<file path="src/sv/ptd_pkg.sv">
// ----------------------------------------------------------------------------
// ptd_pkg: shared types and constants of the periodic task dispatcher
// Sizes of the task table, operation codes, result codes and the layout
// of one task table entry.
// ----------------------------------------------------------------------------
`default_nettype none

package ptd_pkg;

  // Table geometry.
  localparam int TASK_SLOTS  = 8;
  localparam int PERIOD_BITS = 16;
  localparam int SLOT_W      = (TASK_SLOTS > 1) ? $clog2(TASK_SLOTS) : 1;
  localparam int TIME_W      = 32;

  // Operation codes carried in the func field.
  typedef enum logic [2:0] {
    FN_ADD      = 3'd0,
    FN_REMOVE   = 3'd1,
    FN_ACTIVATE = 3'd2,
    FN_SUSPEND  = 3'd3,
    FN_TERM     = 3'd4,
    FN_TICK     = 3'd5,
    FN_SETPER   = 3'd6,
    FN_NOP      = 3'd7
  } func_t;

  // Task modes.
  typedef enum logic [1:0] {
    MODE_ACTIVE    = 2'd0,
    MODE_SUSPENDED = 2'd1,
    MODE_TERM      = 2'd2
  } mode_t;

  // Result kinds.
  typedef enum logic [1:0] {
    KIND_ACK    = 2'd0,
    KIND_DUE    = 2'd1,
    KIND_REAPED = 2'd2,
    KIND_DONE   = 2'd3
  } kind_t;

  // Result status codes.
  typedef enum logic [1:0] {
    ST_OK    = 2'd0,
    ST_FULL  = 2'd1,
    ST_EMPTY = 2'd2
  } status_t;

  // One entry of the task table memory.
  typedef struct packed {
    mode_t                  mode;
    logic [PERIOD_BITS-1:0] period;
    logic [TIME_W-1:0]      due;
  } entry_t;

  localparam int ENTRY_W = $bits(entry_t);

endpackage

`default_nettype wire

</file>
<file path="src/sv/periodic_task_dispatcher.sv">
// ----------------------------------------------------------------------------
// periodic_task_dispatcher: table of periodic tasks with a tick walk
// Keeps mode, period and due time of each task in a RAM, with used bits
// in flip-flops, and answers task operations and millisecond ticks.
// ----------------------------------------------------------------------------
//
//   Channel  Direction  Handshake          Word
//   in_*     input      in_valid/in_stall  func, slot, period, now_ms
//   out_*    output     out_valid/out_stall kind, task_slot, status, last
//
// A task operation reads the addressed entry in the accepting cycle; in
// S_OP it updates the entry and loads the acknowledge into the output
// register. A tick walks the slots in order, reading one entry per cycle
// through the single read port of the task RAM while the output does not
// stall, then emits the done word.
// Reset clears the used bits, the stored time and the control state; the
// RAM contents need no clearing. A stalled output holds the walk at the
// slot whose word waits; no input is taken until the current one is done.
`default_nettype none

module periodic_task_dispatcher (
  input  wire logic       clk,
  input  wire logic       rst_n,
  // Input channel.
  input  wire logic       in_valid,
  output logic            in_stall,
  input  wire logic [2:0] in_func,
  input  wire logic [2:0] in_slot,
  input  wire logic [15:0] in_period,
  input  wire logic [31:0] in_now_ms,
  // Result channel.
  output logic            out_valid,
  input  wire logic       out_stall,
  output logic [1:0]      out_kind,
  output logic [2:0]      out_task_slot,
  output logic [1:0]      out_status,
  output logic            out_last
);

  import ptd_pkg::*;

  typedef enum logic [3:0] {
    S_IDLE = 4'b0001,
    S_OP   = 4'b0010,
    S_TICK = 4'b0100,
    S_DONE = 4'b1000
  } state_t;

  state_t                 state_r, state_nxt;
  logic [TASK_SLOTS-1:0]  used_r, used_nxt;
  logic [TIME_W-1:0]      time_r, time_nxt;
  logic [SLOT_W-1:0]      idx_r, idx_nxt;
  func_t                  func_r;
  logic [2:0]             slot_r;
  logic [PERIOD_BITS-1:0] period_r;

  logic                   out_valid_r, out_valid_nxt;
  kind_t                  kind_r, kind_nxt;
  logic [2:0]             tslot_r, tslot_nxt;
  status_t                status_r, status_nxt;
  logic                   last_r, last_nxt;

  logic                   in_accept;
  logic                   out_free;
  logic                   emit;

  logic                   wr_en;
  logic [SLOT_W-1:0]      wr_addr;
  entry_t                 wr_data;
  logic                   rd_en;
  logic [SLOT_W-1:0]      rd_addr;
  entry_t                 rd_data;
  logic [ENTRY_W-1:0]     rd_bits;

  logic                   free_found;
  logic [SLOT_W-1:0]      free_idx;
  logic [SLOT_W-1:0]      op_idx;
  logic                   op_hit;
  logic [TIME_W-1:0]      due_adv;
  logic [TIME_W-1:0]      due_resync;
  logic [TIME_W-1:0]      period_ext;
  logic [TIME_W-1:0]      due_lag;
  logic [TIME_W-1:0]      due_ahead;
  logic                   tick_last_slot;

  // Handshake.
  assign in_stall  = (state_r != S_IDLE);
  assign in_accept = in_valid && !in_stall;
  assign out_free  = !out_valid_r || !out_stall;

  // Task table memory.
  ptd_ram #(
    .WIDTH (ENTRY_W),
    .DEPTH (TASK_SLOTS)
  ) u_task_ram (
    .clk     (clk),
    .wr_en   (wr_en),
    .wr_addr (wr_addr),
    .wr_data (wr_data),
    .rd_en   (rd_en),
    .rd_addr (rd_addr),
    .rd_data (rd_bits)
  );
  assign rd_data = entry_t'(rd_bits);

  // Lowest free slot for add.
  always_comb begin
    free_found = 1'b0;
    free_idx   = '0;
    for (int i = 0; i < TASK_SLOTS; i++) begin
      if (!used_r[i] && !free_found) begin
        free_found = 1'b1;
        free_idx   = SLOT_W'(i);
      end
    end
  end

  // Addressed slot of an operation and whether it holds a task.
  assign op_idx = SLOT_W'(slot_r);
  assign op_hit = (7'(slot_r) < 7'(TASK_SLOTS)) && used_r[op_idx];

  // Due time update of a tick: advance by one period, resync when behind.
  assign period_ext = TIME_W'(rd_data.period);
  assign due_adv    = rd_data.due + period_ext;
  assign due_resync = time_r + period_ext;
  assign due_lag    = time_r - rd_data.due;
  assign due_ahead  = due_adv - time_r;

  assign tick_last_slot = (idx_r == SLOT_W'(TASK_SLOTS - 1));

  // Control and datapath.
  always_comb begin
    state_nxt  = state_r;
    used_nxt   = used_r;
    time_nxt   = time_r;
    idx_nxt    = idx_r;
    emit       = 1'b0;
    kind_nxt   = KIND_ACK;
    tslot_nxt  = slot_r;
    status_nxt = ST_OK;
    last_nxt   = 1'b1;
    wr_en      = 1'b0;
    wr_addr    = op_idx;
    wr_data    = rd_data;
    rd_en      = 1'b0;
    rd_addr    = '0;

    unique case (state_r)
      S_IDLE: begin
        if (in_accept) begin
          rd_en = 1'b1;
          if (func_t'(in_func) == FN_TICK) begin
            time_nxt  = in_now_ms;
            idx_nxt   = '0;
            rd_addr   = '0;
            state_nxt = S_TICK;
          end else begin
            rd_addr   = SLOT_W'(in_slot);
            state_nxt = S_OP;
          end
        end
      end

      S_OP: begin
        emit = 1'b1;
        priority if (func_r == FN_ADD) begin
          if (free_found) begin
            tslot_nxt      = 3'(free_idx);
            wr_addr        = free_idx;
            wr_data.mode   = MODE_ACTIVE;
            wr_data.period = period_r;
            wr_data.due    = time_r;
            wr_en          = out_free;
            if (out_free) begin
              used_nxt[free_idx] = 1'b1;
            end
          end else begin
            tslot_nxt  = '0;
            status_nxt = ST_FULL;
          end
        end else if (func_r == FN_NOP || func_r == FN_TICK) begin
          status_nxt = ST_OK;
        end else if (!op_hit) begin
          status_nxt = ST_EMPTY;
        end else begin
          unique case (func_r)
            FN_REMOVE: begin
              if (out_free) begin
                used_nxt[op_idx] = 1'b0;
              end
            end
            FN_ACTIVATE: begin
              wr_data.mode = MODE_ACTIVE;
              wr_data.due  = due_resync;
              wr_en        = out_free;
            end
            FN_SUSPEND: begin
              if (rd_data.mode == MODE_ACTIVE) begin
                wr_data.mode = MODE_SUSPENDED;
              end
              wr_en = out_free;
            end
            FN_TERM: begin
              wr_data.mode = MODE_TERM;
              wr_en        = out_free;
            end
            default: begin
              wr_data.period = period_r;
              wr_en          = out_free;
            end
          endcase
        end
        if (out_free) begin
          state_nxt = S_IDLE;
        end
      end

      S_TICK: begin
        // Entry idx_r is on the read port this cycle.
        tslot_nxt = 3'(idx_r);
        last_nxt  = 1'b0;
        wr_addr   = idx_r;
        if (used_r[idx_r]) begin
          if (rd_data.mode == MODE_TERM) begin
            emit     = 1'b1;
            kind_nxt = KIND_REAPED;
            if (out_free) begin
              used_nxt[idx_r] = 1'b0;
            end
          end else if (rd_data.mode == MODE_ACTIVE && !due_lag[TIME_W-1]) begin
            emit     = 1'b1;
            kind_nxt = KIND_DUE;
            wr_en    = out_free;
            if (due_ahead[TIME_W-1]) begin
              wr_data.due = due_resync;
            end else begin
              wr_data.due = due_adv;
            end
          end
        end
        if (!emit || out_free) begin
          if (tick_last_slot) begin
            state_nxt = S_DONE;
          end else begin
            idx_nxt = idx_r + SLOT_W'(1);
            rd_en   = 1'b1;
            rd_addr = idx_r + SLOT_W'(1);
          end
        end
      end

      S_DONE: begin
        emit      = 1'b1;
        kind_nxt  = KIND_DONE;
        tslot_nxt = '0;
        if (out_free) begin
          state_nxt = S_IDLE;
        end
      end

      default: begin
        state_nxt = S_IDLE;
      end
    endcase
  end

  // Output register.
  always_comb begin
    out_valid_nxt = out_valid_r;
    if (emit && out_free) begin
      out_valid_nxt = 1'b1;
    end else if (!out_stall) begin
      out_valid_nxt = 1'b0;
    end
  end

  // Control state.
  always_ff @(posedge clk) begin
    if (!rst_n) begin
      state_r     <= S_IDLE;
      used_r      <= '0;
      time_r      <= '0;
      out_valid_r <= 1'b0;
    end else begin
      state_r     <= state_nxt;
      used_r      <= used_nxt;
      time_r      <= time_nxt;
      out_valid_r <= out_valid_nxt;
    end
  end

  // Item and result payload.
  always_ff @(posedge clk) begin
    idx_r <= idx_nxt;
    if (in_accept) begin
      func_r   <= func_t'(in_func);
      slot_r   <= in_slot;
      period_r <= PERIOD_BITS'(in_period);
    end
    if (emit && out_free) begin
      kind_r   <= kind_nxt;
      tslot_r  <= tslot_nxt;
      status_r <= status_nxt;
      last_r   <= last_nxt;
    end
  end

  assign out_valid     = out_valid_r;
  assign out_kind      = kind_r;
  assign out_task_slot = tslot_r;
  assign out_status    = status_r;
  assign out_last      = last_r;

endmodule

`default_nettype wire

</file>
<file path="src/sv/ptd_ram.sv">
// ----------------------------------------------------------------------------
// ptd_ram: generic single-port-write, single-port-read RAM
// One write and one registered read per cycle. Read data holds while the
// read enable is low.
// ----------------------------------------------------------------------------
`default_nettype none

module ptd_ram #(
  parameter int WIDTH = 8,
  parameter int DEPTH = 8,
  parameter int AW    = (DEPTH > 1) ? $clog2(DEPTH) : 1
) (
  input  wire logic             clk,
  input  wire logic             wr_en,
  input  wire logic [AW-1:0]    wr_addr,
  input  wire logic [WIDTH-1:0] wr_data,
  input  wire logic             rd_en,
  input  wire logic [AW-1:0]    rd_addr,
  output logic      [WIDTH-1:0] rd_data
);

  logic [WIDTH-1:0] mem [DEPTH];

  // Write port.
  always_ff @(posedge clk) begin
    if (wr_en) begin
      mem[wr_addr] <= wr_data;
    end
  end

  // Registered read port.
  always_ff @(posedge clk) begin
    if (rd_en) begin
      rd_data <= mem[rd_addr];
    end
  end

endmodule

`default_nettype wire

</file>
<file path="config.mk">
export PLATFORM = sky130hd
export DESIGN_NAME = periodic_task_dispatcher
export DESIGN_NICKNAME = d
export VERILOG_FILES = /design/src/sv/ptd_pkg.sv /design/src/sv/periodic_task_dispatcher.sv /design/src/sv/ptd_ram.sv
export SDC_FILE = /design/constraint.sdc
export NUM_CORES = 1
export LEC_CHECK = 0
export BUFFER_PORTS_ARGS = -buffer_cell sky130_fd_sc_hd__buf_2
export CAP_MARGIN = 20
export CORE_MARGIN = 1
export CORE_UTILIZATION = 30
export CTS_CLUSTER_SIZE = 12
export DETAILED_ROUTE_END_ITERATION = 7
export HOLD_SLACK_MARGIN = 0.15
export PLACE_DENSITY = 0.44
export SLEW_MARGIN = 10
export SYNTH_ARGS = -nofsm -noshare
export SYNTH_HDL_FRONTEND = slang
export SYNTH_SLANG_ARGS = --single-unit
</file>
<file path="constraint.sdc">
create_clock -name clk -period 11.7 [get_ports clk]
set_input_delay 2.34 -clock clk [delete_from_list [all_inputs] [get_ports clk]]
set_output_delay 2.34 -clock clk [all_outputs]
set_load 0.03 [all_outputs]
</file>
==> impl_metrics.py <==
metrics = {
    "yosys": {
        "syn-num-nets": 2157,
        "synth_edf_count": 483,
        "synthFlopType": "edfxtp_1",
        "syn-cell-area_um2": 25200,
        "synthCells": 2003,
        "synth-seq-area-share_pct": 61.1,
        "yosys_warnings": 0,
        "synth_top_area_cell": "edfxtp_1",
        "yosysTopAreaCellShare_pct": 57.5,
        "ys_types": 79,
        "synth.most_common_cell": "edfxtp_1",
        "post_synth.cell_area_avg_um2": 12.6,
        "synthTopCellsByArea": "edfxtp_1 57%, mux2i_1 4.8%, ha_1 4.7%",
        "synth-seq-cells": 528,
        "synth_common_cells": "483 x edfxtp_1, 249 x nand2_1, 120 x mux2i_1, 111 x a211oi_1, 94 x ha_1",
        "ys_async_sr_fraction_pct": 0,
    },
    "finish": {
        "multiInputGateArea_um2": 9220,
        "final_cells": 3192,
        "final_util_pct": 35.0,
        "layout.nets": 2229,
        "n_antenna_cell": 0,
        "drive_gt1_share_pct": 11.8,
        "stdcell_area_um2": 28900,
        "syn_to_final_growth_pct": 14.5,
        "fill_cells": 8092,
        "seq_area_um2": 15400,
    },
    "sta": {
        "drv_slew": 0,
        "fmax_mhz": 146,
        "finalHoldViolCount": 0,
        "timing.setup.tns_ns": 0,
        "worst_slack_ns": 4.83,
        "slew_headroom_pct": 26.3,
        "finalSetupViolations": 0,
        "post-route-min-period_ns": 6.87,
        "skew_ns": 0.0302,
        "rsz0062_at_grt": "false",
        "period_share_pct": 58.7,
        "worst_pin_slew_ns": 1.10,
        "holdWs_ns": 0.529,
    },
    "worst_setup_path": {
        "reg2reg_from": "u_task_ram.rd_data[0]",
        "r2r-end": "u_task_ram.mem[4][30]",
        "cp.required_ns": 12.01,
        "crit_fanout": 8,
        "startpoint": "u_task_ram.rd_data[0]",
        "crit_type": "register to register",
        "startpoint_type": "register",
        "cp-endpoint": "u_task_ram.mem[4][30]",
        "critPathArrivalTime_ns": 7.18,
        "cp-end-kind": "register",
        "reg2regPathDepth": 21,
        "rrSetupSlack_ns": 4.83,
    },
    "min_path": {
        "min_path_type": "register to register",
    },
    "routing": {
        "wl_um": 76600,
        "drtIter0Drc": 1426,
        "drc": 0,
        "vias": 17026,
        "viasPerCell": 5.33,
        "antenna_left": 0,
        "wl_per_cell_um": 24.0,
        "dr.pass1.iters": 7,
    },
    "clock_network": {
        "cts_tree": "yes",
        "cts.clk_slew.worst_paths_ns": 0.06,
        "htree_num_levels": 2,
        "cts_resized": 0,
        "post_cts_buffers": 0,
        "cts_buffers": 59,
        "root_buffer": "clkbuf_16",
        "cts_buffer_depth": 3,
        "cts.sinks": 528,
        "postCtsHoldBufs": 0,
        "clk_latency_ns": 0.64,
    },
    "placement": {
        "dp_hpwl_um": 46700,
        "portBuffers": 67,
        "place_congestion": 0.883,
        "dp_cells": 3083,
        "post-place-ws_ns": 4.96,
        "postPlaceCellArea_um2": 27000,
    },
    "global_route": {
        "grt_pass1_wl_um": 112000,
        "grt_max_degree": 105,
        "antenna_found_initial": 3,
        "grt_overflow": 0,
        "grt_pass1_vias": 16880,
        "grt_usage_pct": 17.7,
    },
    "die": {
        "fp-row-count": 105,
        "die_h_um": 292,
        "start_util_pct": 30.5,
        "core_area_um2": 82600,
        "die_area_um2": 85200,
        "ios": 68,
        "die-width_um": 292,
    },
    "outcome": {
        "status": "finished clean",
    },
    "pwr": {
        "powerDensity_nw_per_um2": 155,
        "p_leak_nw": 9.60,
        "ir_drop_v": 0.000112,
        "totalPowerFinal_mw": 4.47,
    },
    "job": {
        "cap_violations": 0,
    },
}
-- cell usage in the layout (no fill, tap or decap), types with 9 or more instances in the layout --
cell type	count
a211oi_1	111
a21boi_0	36
a21o_1	14
a21oi_1	70
a222oi_1	16
a22oi_1	9
a32o_1	51
and2_1	60
and3_1	11
buf_2	67
buf_4	39
clkbuf_1	14
clkbuf_16	60
clkinv_1	10
dfxtp_1	45
edfxtp_1	483
ha_1	94
inv_1	79
mux2_2	16
mux2i_1	119
nand2_1	247
nand2b_1	12
nand3_1	25
nand4_1	13
nor2_1	58
nor2b_1	16
nor3_1	27
o211ai_1	16
o21ai_0	73
or3_1	10
xnor2_1	47
xor2_1	12
-- worst max-delay path, stage by stage (launching register included) --
cell	delay, ns
edfxtp_1	0.42
ha_1	0.27
fa_1	0.41
a21oi_1	0.22
o22ai_1	0.19
o221ai_1	0.33
nand3_1	0.13
o211ai_1	0.34
nor2_1	0.32
nand3_1	0.19
xnor2_1	0.10
ha_1	0.30
nand4_1	0.15
or4_1	0.53
or3_1	0.36
o21ai_1	0.22
xnor2_2	0.15
xor2_2	0.20
a21oi_1	0.65
buf_4	0.28
a211oi_1	0.08
or4_1	0.67
-- layer usage --
layer / part of all wire (%) / routed length (µm) / up-vias / global-route usage, %
met1: 48 / 36600 / 8614 / 25.1
met5: 0 / 0 / - / 0
met4: 2.4 / 1820 / 0 / 5.13
met3: 5.0 / 3850 / 119 / 2.60
li1: - / - / 7797 / -
met2: 45 / 34400 / 496 / 27.9
-- report_power, final --
group | switching [mW] | internal, mW
combinational | 0.318 | 0.182
clock | 0.773 | 1.04
sequential | 0.0402 | 2.11
total | 1.13 | 3.34
-- final cells by class --
class	instances	share of cell area [%]
clock buffer	79	5.62
multi-input combinational	1295	31.9
clock inverter	29	1.01
timing repair buffer	110	2.43
sequential	528	53.3
inverter	81	1.05
tap	1070	4.63
-- kinds of logic after synthesis --
| group | count (synthesis) | synth area share [%] |
|---|---|---|
| adders and majority gates | 96 | 4.82 |
| DFF | 528 | 61.1 |
| buffers and inverters | 180 | 2.83 |
| AOI/OAI and AO/OA | 476 | 13.6 |
| muxes | 138 | 5.65 |
| xor gates and xnor gates | 61 | 2.18 |
| and+or+nand+nor | 524 | 9.82 |
-- worst min-delay path by stage --
stage / to / depth (start not counted) / slack [ns] / from
finish: time_r[31] / 2 / 0.53 / time_r[31]
global route: time_r[31] / 2 / 0.56 / time_r[31]
CTS: time_r[31] / 2 / 0.53 / time_r[31]
detailed placement: time_r[31] / 2 / 0.52 / time_r[31]
global placement: time_r[31] / 2 / 0.51 / time_r[31]
floorplan: time_r[29] / 2 / 0.47 / time_r[29]
-- state kept, by name, summed over array words and instances, names as in the netlist --
name,cells
used_r,8
idx_r,3
time_r,32
u_task_ram.mem,400
out_status,2
out_kind,2
out_last,1
func_r,3
op_idx,3
out_task_slot,3
state_r,4
out_valid,1
period_r,16
u_task_ram.rd_data,50
Note: power is estimated with default switching activity, not from simulation.
